[src/rtl/itoa_pkg.sv]
package itoa_pkg;

  localparam int unsigned ValueBitsDef = 64;
  localparam int unsigned MaxDigitsDef = 64;
  localparam int unsigned StepBits     = 4;

  localparam logic [7:0] CharZero     = 8'h30;
  localparam logic [7:0] CharMinus    = 8'h2d;
  localparam logic [7:0] CharUpperA   = 8'h41;
  localparam logic [7:0] CharLowerA   = 8'h61;
  localparam logic [4:0] SignedRadix  = 5'd10;
  localparam logic [4:0] RadixMin     = 5'd2;
  localparam logic [4:0] RadixMax     = 5'd16;

  typedef struct packed {
    logic        kind;
    logic [63:0] number;
    logic [4:0]  radix;
    logic        upper_case;
  } itoa_req_t;

  typedef struct packed {
    logic [7:0] ascii_char;
    logic       last_char;
  } itoa_res_t;

  function automatic logic [7:0] digit_char(input logic [3:0] d, input logic up);
    logic [7:0] c;
    if (d < 4'd10) begin
      c = CharZero + {4'd0, d};
    end else if (up) begin
      c = CharUpperA + {4'd0, d - 4'd10};
    end else begin
      c = CharLowerA + {4'd0, d - 4'd10};
    end
    return c;
  endfunction

endpackage

[src/rtl/integer_to_ascii_radix_core.sv]
// Conversion: the digits of a value come from one shared compare-subtract divider (4 quotient
// bits per cycle), then the digits are sent one character per cycle.
// A negative decimal value shows '-' in the cycle after start; a bad radix gives no output.
// No new start is taken until the last character is out; the receiver cannot stall.
// Reset (rst_ni low, asynchronous) returns the sequencer to idle and drops all output.
module integer_to_ascii_radix_core
  import itoa_pkg::*;
#(
  parameter int unsigned VALUE_BITS = ValueBitsDef,
  parameter int unsigned MAX_DIGITS = MaxDigitsDef
) (
  input  logic      clk_i,
  input  logic      rst_ni,
  input  logic      start,
  output logic      busy,
  input  itoa_req_t req_i,
  output logic      res_valid_o,
  output itoa_res_t res_o
);

  localparam int unsigned DivGroups = (VALUE_BITS + StepBits - 1) / StepBits;
  localparam int unsigned DW = DivGroups * StepBits;
  localparam int unsigned GW = $clog2(DivGroups);
  localparam int unsigned AW = $clog2(MAX_DIGITS);
  localparam int unsigned CW = $clog2(MAX_DIGITS + 1);

  localparam logic [1:0] ST_IDLE = 2'd0;
  localparam logic [1:0] ST_DIV  = 2'd1;
  localparam logic [1:0] ST_EMIT = 2'd2;

  logic [1:0]    state_q, state_d;
  logic [DW-1:0] a_q, a_d;
  logic [3:0]    r_q, r_d;
  logic [4:0]    base_q, base_d;
  logic          up_q, up_d;
  logic [GW-1:0] cnt_q, cnt_d;
  logic [CW-1:0] n_q, n_d;
  logic [AW-1:0] p_q, p_d;
  logic          minus_q, minus_d;
  logic          pend_q, pend_d;
  logic          pend_last_q, pend_last_d;
  logic [3:0]    rd_q;
  logic [3:0]    mem [MAX_DIGITS];

  logic [VALUE_BITS-1:0] val;
  logic                  neg;
  logic [VALUE_BITS-1:0] mag;
  logic                  bad_radix;
  logic                  accept;
  logic [DW-1:0]         a_nx;
  logic [3:0]            r_nx;
  logic                  digit_done;
  logic                  wr_en;
  logic                  rd_en;

  assign val       = req_i.number[VALUE_BITS-1:0];
  assign neg       = req_i.kind & val[VALUE_BITS-1];
  assign mag       = neg ? (~val + 1'b1) : val;
  assign bad_radix = !req_i.kind && ((req_i.radix < RadixMin) || (req_i.radix > RadixMax));
  assign busy      = (state_q != ST_IDLE) || pend_q;
  assign accept    = start && !busy;

  always_comb begin
    logic [DW-1:0] a;
    logic [3:0]    r;
    logic [4:0]    t;
    logic [4:0]    diff;
    a = a_q;
    r = r_q;
    for (int i = 0; i < StepBits; i++) begin
      t    = {r, a[DW-1]};
      diff = t - base_q;
      a    = {a[DW-2:0], 1'b0};
      if (t >= base_q) begin
        r    = diff[3:0];
        a[0] = 1'b1;
      end else begin
        r = t[3:0];
      end
    end
    a_nx = a;
    r_nx = r;
  end

  assign digit_done = (state_q == ST_DIV) && (cnt_q == GW'(DivGroups - 1));
  assign wr_en      = digit_done;
  assign rd_en      = (state_q == ST_EMIT);

  always_comb begin
    state_d     = state_q;
    a_d         = a_q;
    r_d         = r_q;
    base_d      = base_q;
    up_d        = up_q;
    cnt_d       = cnt_q;
    n_d         = n_q;
    p_d         = p_q;
    minus_d     = 1'b0;
    pend_d      = 1'b0;
    pend_last_d = 1'b0;
    unique case (state_q)
      ST_IDLE: begin
        if (accept && !bad_radix) begin
          state_d = ST_DIV;
          a_d     = DW'(mag);
          r_d     = '0;
          base_d  = req_i.kind ? SignedRadix : req_i.radix;
          up_d    = req_i.upper_case & !req_i.kind;
          cnt_d   = '0;
          n_d     = '0;
          minus_d = neg;
        end
      end
      ST_DIV: begin
        a_d   = a_nx;
        r_d   = r_nx;
        cnt_d = cnt_q + 1'b1;
        if (digit_done) begin
          cnt_d = '0;
          r_d   = '0;
          n_d   = n_q + 1'b1;
          if ((a_nx == '0) || (n_d == CW'(MAX_DIGITS))) begin
            state_d = ST_EMIT;
            p_d     = n_q[AW-1:0];
          end
        end
      end
      ST_EMIT: begin
        pend_d      = 1'b1;
        pend_last_d = (p_q == '0);
        p_d         = p_q - 1'b1;
        if (p_q == '0) begin
          state_d = ST_IDLE;
        end
      end
      default: begin
        state_d = ST_IDLE;
      end
    endcase
  end

  always_ff @(posedge clk_i or negedge rst_ni) begin
    if (!rst_ni) begin
      state_q     <= ST_IDLE;
      cnt_q       <= '0;
      n_q         <= '0;
      p_q         <= '0;
      minus_q     <= 1'b0;
      pend_q      <= 1'b0;
      pend_last_q <= 1'b0;
    end else begin
      state_q     <= state_d;
      cnt_q       <= cnt_d;
      n_q         <= n_d;
      p_q         <= p_d;
      minus_q     <= minus_d;
      pend_q      <= pend_d;
      pend_last_q <= pend_last_d;
    end
  end

  always_ff @(posedge clk_i) begin
    a_q    <= a_d;
    r_q    <= r_d;
    base_q <= base_d;
    up_q   <= up_d;
  end

  always_ff @(posedge clk_i) begin
    if (wr_en) begin
      mem[n_q[AW-1:0]] <= r_nx;
    end
    if (rd_en) begin
      rd_q <= mem[p_q];
    end
  end

  assign res_valid_o      = minus_q | pend_q;
  assign res_o.ascii_char = minus_q ? CharMinus : digit_char(rd_q, up_q);
  assign res_o.last_char  = pend_q & pend_last_q;

  a_last_then_quiet: assert property (@(posedge clk_i) disable iff (!rst_ni)
    res_valid_o && res_o.last_char |=> !res_valid_o)
    else $error("output after final character");

  a_bad_radix_no_work: assert property (@(posedge clk_i) disable iff (!rst_ni)
    accept && bad_radix |=> !busy && !res_valid_o)
    else $error("bad radix started a conversion");

  a_no_emit_in_div: assert property (@(posedge clk_i) disable iff (!rst_ni)
    state_q == ST_DIV |-> !pend_q)
    else $error("digit output during division");

  a_count_bound: assert property (@(posedge clk_i) disable iff (!rst_ni)
    n_q <= CW'(MAX_DIGITS))
    else $error("digit count overflow");

  a_minus_only_after_start: assert property (@(posedge clk_i) disable iff (!rst_ni)
    minus_q |-> $past(accept) && state_q == ST_DIV)
    else $error("minus sign outside start");

endmodule

[config.mk]
export PLATFORM = sky130hd
export DESIGN_NAME = integer_to_ascii_radix_core
export DESIGN_NICKNAME = d
export VERILOG_FILES = /design/src/rtl/itoa_pkg.sv /design/src/rtl/integer_to_ascii_radix_core.sv
export SDC_FILE = /design/constraint.sdc
export NUM_CORES = 1
export LEC_CHECK = 0
export BUFFER_PORTS_ARGS = -buffer_cell sky130_fd_sc_hd__buf_2
export CORE_UTILIZATION = 40
export DETAILED_ROUTE_END_ITERATION = 7
export SKIP_CTS_REPAIR_TIMING = 1
export SLEW_MARGIN = 20
export SYNTH_ARGS = -nofsm -noshare
export SYNTH_HDL_FRONTEND = slang
export SYNTH_SLANG_ARGS = --single-unit
[constraint.sdc]
create_clock -name clk_i -period 8.8 [get_ports clk_i]
set_input_delay 0.44 -clock clk_i [delete_from_list [all_inputs] [get_ports clk_i]]
set_output_delay 0.44 -clock clk_i [all_outputs]
set_load 0.03 [all_outputs]
==> impl_results.md, run 1 <==
* Initial Utilization at 40.6%
* Met3 WL post-DR at 2240 µm
* Core area at 41,900 µm²
* Largest family of logic cells by synthesized area: multiplexers
* P per Cell Area at 454 nW/µm²
* TritonRoute pass-1 iters at 5
* Reg-to-Reg Start: base_q[1]$_SDFFCE_PP1P_
* Number of synthesized flops with an enable pin at 334
* DRC marker count from the first detailed-route iteration at 821
* RSZ-0062 raised after global routing: no
* Reg2Reg Depth at 24
* Hold endpoint: base_q[3]$_SDFFCE_PP1P_
* Post-Synth XOR/XNOR Area at 3.72%
* Simple-Gate Fraction of Synth Area at 10.7%
* CTS Buf Count at 39
* Root Buffer: clkbuf_16
* Tcrit/Tclk final at 86.1%
* WL final at 39,600 µm
* Clock Sinks at 356
* Synth Flop Type: edfxtp_1
* Tot GR Track Use at 18.7%
* Global-route wire length before repair at 62,600 µm
* M1 WL at 17,500 µm
* CP startpoint: base_q[1]$_SDFFCE_PP1P_
* Crit path DAT at 7.97 ns
* Data required time of the worst path at 9.20 ns
* Asr flop ratio synth at 6.18%
* Post-layout minimum cycle time at 7.57 ns
* Hold Path Origin: req_i[4]
* IO buf count at 83
* Met2 WL at 19,000 µm
* Critical path launch point type: flop
* Synth Instances at 1,212
* CTS tree: done
* Final setup fails at 0
* # H-tree levels at 2
* Die height at 208 µm
* Critical path's top delay family: compound AO/OA/AOI/OAI gates
* Yosys cell types at 67
* Number of max-cap violations at 0
* Post-DRT Antenna Nets at 0
* # rows at 75
* Max Fclk at 0.132 GHz
* Multiplexer share of the synthesized area at 11.8%
* Most common cell after layout, fill and taps aside: edfxtp_1
* Most frequent cells in the layout: edfxtp_1, nor2_1, nand2_1
* DP Wirelength at 26,600 µm
* Total congestion overflow at 0
* Routability cong. at 0.902
* Pin count of the biggest net entering global routing at 85
* Worst vdd ir at 855 µV
* Mean Syn Cell Area at 14.0 µm²
* Initial antenna violation count at 0
* Slowest CP cell: mux2i_4
* Hold Path Stages at 2
* Die width at 208 µm
* Top cell type's share of synthesized area at 59.1%
* Wire length per cell at 21.3 µm
* CP Buf/Inv Count at 3
* DR DRC count at 0
* Area Overhead vs Synth at 13.0%
* Synth area leaders: edfxtp_1, mux4_2, dfrtp_1
* Max-slew headroom at 29.6%
* Layout Skew at 0.0262 ns
* Status: completed
* CP most frequent cell: ha_1
* Critical path, cell by cell: inv_1, ha_1, a21oi_1, a2bb2oi_1, and2_1, mux2_1, ha_1, nand3_1, nand2_1, a211o_1, a211o_1, and2_1, ha_1, a21oi_1, nor2_1, a2111oi_4, mux2_2, inv_1, ha_1, a21oi_1, nor2_1, a2111oi_4, mux2i_4, buf_4
* CP max FO at 35
* Die area at 43,300 µm²
* IO Pins at 85
* Slew Limit Fails at 0
* P_leak at 6.50 nW
* Critical path class: reg2reg
* Maximum clock path buffer count at 3
* Via density at 5.65
* Via count at 10.5k
* Syn. warnings at 0
* Synth Area in Compound Gates at 6.78%
* Worst-margin pin slew at 1.06 ns
* Crit path largest cell delay at 0.91 ns
* Vias in the first global route at 10.6k
* Flops & latches, synth at 356
* Register area share after synthesis at 62.3%
* Crit. End Element: flop
* Fin nets at 1,397
* Worst flop-to-flop path endpoint: mem[24][2]$_DFFE_PP_
* Clk_lat worst skew at 0.56 ns
* Post-synth top area cell: edfxtp_1
* Synth Cell Area at 17,000 µm²
* Post-Route Setup TNS at 0 ns
* Post-synth net total at 1,317
* Final Hold Violating Endpoints at 0
* Ratio of cells with drive above 1 in the final layout at 20.0%
* R2r setup slk at 1.23 ns
* Uppermost layer routed: met4
* Total power at 0.00871 W
* Hold Crit Class: in2reg
* Post-synthesis adder-cell area fraction at 2.46%
* Reg clk slew, reported paths at 0.06 ns
kinds of logic after synthesis:
| kind of cell | after synthesis |
|---|---|
| simple gates | 389 |
| xor+xnor | 72 |
| flops | 356 |
| fa+ha+maj | 31 |
| compound gates | 179 |
| buf+inv | 89 |
| other cells | 1 |
| mux | 95 |
stage by stage:
stage	setup WS (ns)	hold slack, ns	cells	utilization (%)	area, µm²
after detailed placement	1.19	0.453	1789	42.9	17900
after CTS	1.13	-0.144	1860	45.8	19200
final	1.23	0.175	1862	45.8	19200
after global placement	1.53	0.447	1789	42.9	17900
after floorplan	0.390	0.144	1212	-	17000
after global routing	0.665	0.158	1861	45.8	19200
layout make-up:
| cell class | count | area [µm²] |
|---|---|---|
| multi-input cells | 767 | 6060 |
| well taps | 539 | 674 |
| inverters | 31 | 116 |
| diodes | 1 | 2.50 |
| repair buffers | 97 | 523 |
| clock buffers | 50 | 1040 |
| flip-flops and latches | 356 | 10600 |
| clock inverters | 21 | 185 |
| fillers | 3688 | 22700 |
power by group:
group	leakage, nW	total, W	internal (W)	switching, W
Clock	0.601	0.00157	0.000898	0.000672
Combinational	2.50	0.00309	0.000745	0.00234
Sequential	3.40	0.00405	0.00393	0.000122
cell usage after synthesis (11+ instances only):
cell type  number
nand3_1        16
dfrtp_1        22
nand4_1        12
nor2b_1        13
nand2_1       101
clkbuf_1       43
ha_1           27
xor2_1         37
xnor2_1        35
a21oi_1        44
o21ai_0        36
inv_1          31
a31oi_1        11
nor4_1         21
edfxtp_1      334
nor3_1         31
nor2_1        138
mux4_2         84
or3_1          12
o21ai_1        41
sequential cells by signal, indices dropped and copies added, names as in the netlist:
| name | flops |
|---|---|
| state_q | 2 |
| pend_q | 1 |
| a_q | 64 |
| rd_q | 4 |
| n_q | 7 |
| r_q | 4 |
| pend_last_q | 1 |
| cnt_q | 4 |
| p_q | 6 |
| up_q | 1 |
| mem | 256 |
| minus_q | 1 |
| base_q | 5 |
worst max-delay path by stage:
stage,slack (ns),cells past startpoint,end
after detailed placement,1.19,24,r_q[3]$_SDFFCE_PP0N_
after global routing,0.66,24,mem[14][1]$_DFFE_PP_
after floorplan,0.39,24,mem[0][0]$_DFFE_PP_
after CTS,1.13,24,r_q[3]$_SDFFCE_PP0N_
final,1.23,24,mem[24][2]$_DFFE_PP_
after global placement,1.53,24,r_q[3]$_SDFFCE_PP0N_
per-layer routing:
layer	vias up	global-route usage, %
met3	58	2.64
met4	0	5.80
met1	5300	26.8
met5	-	0
li1	4825	-
met2	331	29.8
No activity file was read; power rests on OpenSTA's default activity.
==> inputs of run 2 (changes only) <==
--- a/config.mk
+++ b/config.mk
@@ -6,6 +6,8 @@
 export NUM_CORES = 1
 export LEC_CHECK = 0
+export ABC_AREA = 1
 export BUFFER_PORTS_ARGS = -buffer_cell sky130_fd_sc_hd__buf_2
 export CORE_UTILIZATION = 40
+export CTS_CLUSTER_SIZE = 24
 export DETAILED_ROUTE_END_ITERATION = 7
 export SKIP_CTS_REPAIR_TIMING = 1
==> constraint.sdc (replaced) <==
create_clock -name clk_i -period 8.8 [get_ports clk_i]
set_input_delay 0.88 -clock clk_i [delete_from_list [all_inputs] [get_ports clk_i]]
set_output_delay 0.88 -clock clk_i [all_outputs]
set_load 0.03 [all_outputs]
==> run 2 against run 1 <==
Combinational power down 96%. Synthesized cell count up 68%. Sequential share of layout area down 4.1 points. Clock skew down 0.0069 ns. Sequential power down 55%. Largest cell class unchanged. Largest power group unchanged.
==> impl_results.md, run 2 <==
* Most frequent cells in the layout: nand2_1, nor2_1, edfxtp_1 (was edfxtp_1, nor2_1, nand2_1)
* DP Wirelength at 33,700 µm (was 26,600 µm)
* Mean Syn Cell Area at 9.15 µm² (was 14.0 µm²)
* Synth Cell Area at 18,700 µm² (was 17,000 µm²)
* Via count at 14.5k (was 10.5k)
* Clk_lat worst skew at 0.57 ns (was 0.56 ns)
* Die height at 218 µm (was 208 µm)
* CTS tree: done (unchanged)
* Post-DRT Antenna Nets at 0 (unchanged)
* Critical path class: reg2reg (unchanged)
* Hold Crit Class: in2async (was in2reg)
* # fillers at 4,417 (was 3,688)
* Status: completed (unchanged)
* Place WS at 2.16 ns (was 1.19 ns)
* CP most frequent cell: nand2_1 (was ha_1)
* Crit path DAT at 6.97 ns (was 7.97 ns)
* Layout Skew at 0.0193 ns (was 0.0262 ns)
* Critical path's top delay family: simple AND/OR/NAND/NOR gates (was compound AO/OA/AOI/OAI gates)
* Crit path largest cell delay at 0.81 ns (was 0.91 ns)
* WL final at 51,100 µm (was 39,600 µm)
* DR DRC count at 0 (unchanged)
* Area Overhead vs Synth at 11.1% (was 13.0%)
* Die area at 47,600 µm² (was 43,300 µm²)
* Final setup fails at 0 (unchanged)
* RSZ-0062 raised after global routing: no (unchanged)
* Pin count of the biggest net entering global routing at 96 (was 85)
* Syn. warnings at 0 (unchanged)
* Final WS setup at 1.82 ns (was 1.23 ns)
* Total power at 0.00353 W (was 0.00871 W)
* DRC marker count from the first detailed-route iteration at 1,534 (was 821)
* Routability cong. at 0.938 (was 0.902)
* Vias in the first global route at 13.9k (was 10.6k)
* CP max FO at 64 (was 35)
* Post-synth net total at 2,146 (was 1,317)
* Synth area leaders: edfxtp_1, nand2_1, nor2_1 (was edfxtp_1, mux4_2, dfrtp_1)
* # rows at 78 (was 75)
* Worst-margin pin slew at 1.18 ns (was 1.06 ns)
* Post-Route Setup TNS at 0 ns (unchanged)
* Top cell type's share of synthesized area at 53.7% (was 59.1%)
* Area occupied by multi-input gates at 7120 µm² (was 6060 µm²)
* Total congestion overflow at 0 (unchanged)
* Yosys cell types at 50 (was 67)
* Initial antenna violation count at 2 (was 0)
* Final Hold Violating Endpoints at 0 (unchanged)
* Register area share after synthesis at 56.6% (was 62.3%)
* Via density at 5.32 (was 5.65)
* Largest register FFs at 256 (unchanged)
* Reg clk slew, reported paths at 0.06 ns (about the same)
* Top cells by count, synth: nand2_1, nor2_1, edfxtp_1 (was edfxtp_1, nor2_1, nand2_1)
* Core Util, Final at 45.4% (was 45.8%)
* IO buf count at 83 (unchanged)
* Worst vdd ir at 145 µV (was 855 µV)
* Synth Instances at 2,041 (was 1,212)
* Synth Flop Type: edfxtp_1 (unchanged)
* CP Buf/Inv Count at 8 (was 3)
* Crit. End Element: flop (unchanged)
* TritonRoute pass-1 iters at 6 (was 5)
* Asr flop ratio synth at 6.18% (unchanged)
* Register Area at 10,600 µm² (unchanged)
* Hold Slack at 0.337 ns (was 0.175 ns)
* Core area at 45,700 µm² (was 41,900 µm²)
* Data required time of the worst path at 8.79 ns (was 9.20 ns)
* Post-layout minimum cycle time at 6.98 ns (was 7.57 ns)
* Flops & latches, synth at 356 (unchanged)
* Maximum clock path buffer count at 3 (unchanged)
* Tcrit/Tclk final at 79.3% (was 86.1%)
* Slowest CP cell: clkinv_2 (was mux2i_4)
* Max-slew headroom at 21.4% (was 29.6%)
* Clock Sinks at 356 (unchanged)
* Die width at 218 µm (was 208 µm)
* Critical path launch point type: flop (unchanged)
* Most numerous cell in the Yosys netlist: nand2_1 (was edfxtp_1)
* # H-tree levels at 2 (unchanged)
* Post-synth top area cell: edfxtp_1 (unchanged)
* Number of synthesized flops with an enable pin at 334 (unchanged)
* P per Cell Area at 170 nW/µm² (was 454 nW/µm²)
* IO Pins at 85 (unchanged)
* CTS Buf Count at 39 (unchanged)
* Initial Utilization at 40.9% (was 40.6%)
* Number of max-cap violations at 0 (unchanged)
* Max Fclk at 0.143 GHz (was 0.132 GHz)
* Ratio of cells with drive above 1 in the final layout at 10.7% (was 20.0%)
* P_leak at 8.12 nW (was 6.50 nW)
* Root Buffer: clkbuf_16 (unchanged)
* Slew Limit Fails at 0 (unchanged)
* Fin nets at 2,199 (was 1,397)
* Most common cell after layout, fill and taps aside: nand2_1 (was edfxtp_1)
* Global-route wire length before repair at 79,800 µm (was 62,600 µm)
* Wire length per cell at 18.7 µm (was 21.3 µm)
* Tot GR Track Use at 21.8% (was 18.7%)
-- run 2: layout make-up --
class                   count  area share (%)
well taps                 600            3.62
flip-flops and latches    356            51.0
repair buffers             94            2.40
clock inverters            20           0.905
multi-input cells        1452            34.3
clock buffers              49            4.93
inverters                 151            2.77
diodes                      2          0.0241
-- run 2: cells by family after synthesis --
kind of cell / synth area share, %
AO/OA/AOI/OAI: 9.18
XOR/XNOR: 1.55
adder cells (fa/ha/maj): 2.24
buffers and inverters: 5.26
flip-flops: 56.6
other: 0.0201
AND/OR/NAND/NOR: 25.1
-- run 2: where the power goes --
part           switching (W)  internal, W
Combinational      0.0000881    0.0000416
Clock               0.000686     0.000892
Sequential                 0      0.00182
Total               0.000774      0.00276
-- run 2: path summary, 6_finish.rpt --
check | start | end | slack, ns | cells after the start
min in group clk_i | n_q[6]$_DFFE_PN0P_ | n_q[6]$_DFFE_PN0P_ | 0.50 | 2
min reg2reg | n_q[6]$_DFFE_PN0P_ | n_q[6]$_DFFE_PN0P_ | 0.50 | 2
max in group asynchronous | rst_ni | p_q[0]$_DFFE_PN0P_ | 7.97 | 1
max | base_q[1]$_SDFFCE_PP1P_ | mem[39][0]$_DFFE_PP_ | 1.82 | 34
max reg2reg | base_q[1]$_SDFFCE_PP1P_ | mem[39][0]$_DFFE_PP_ | 1.82 | 34
min | rst_ni | cnt_q[0]$_DFFE_PN0N_ | 0.34 | 1
-- run 2: through the flow --
step	std cells	area, µm²
4_1_cts	2722	20700
6_report	2724	20700
3_3_place_gp	2653	19500
5_1_grt	2724	20700
2_1_floorplan	2041	18700
3_5_place_dp	2653	19500
-- run 2: layer usage --
metal	vias up	part of all wire [%]	track usage (%)
met2	488	44	32.7
met4	0	2.2	6.18
met1	6902	48	32.4
met3	74	6.3	3.30
met5	-	0	0
li1	7025	-	-
-- run 2: worst reg2reg max path, delay by kind of cell (launching register included) --
kind                     cells  cell delay [ns]
AO/OA/AOI/OAI                4             1.14
flip-flops                   1             0.49
buffers and inverters        8             1.65
adder cells (fa/ha/maj)      4             1.24
AND/OR/NAND/NOR             18             1.82
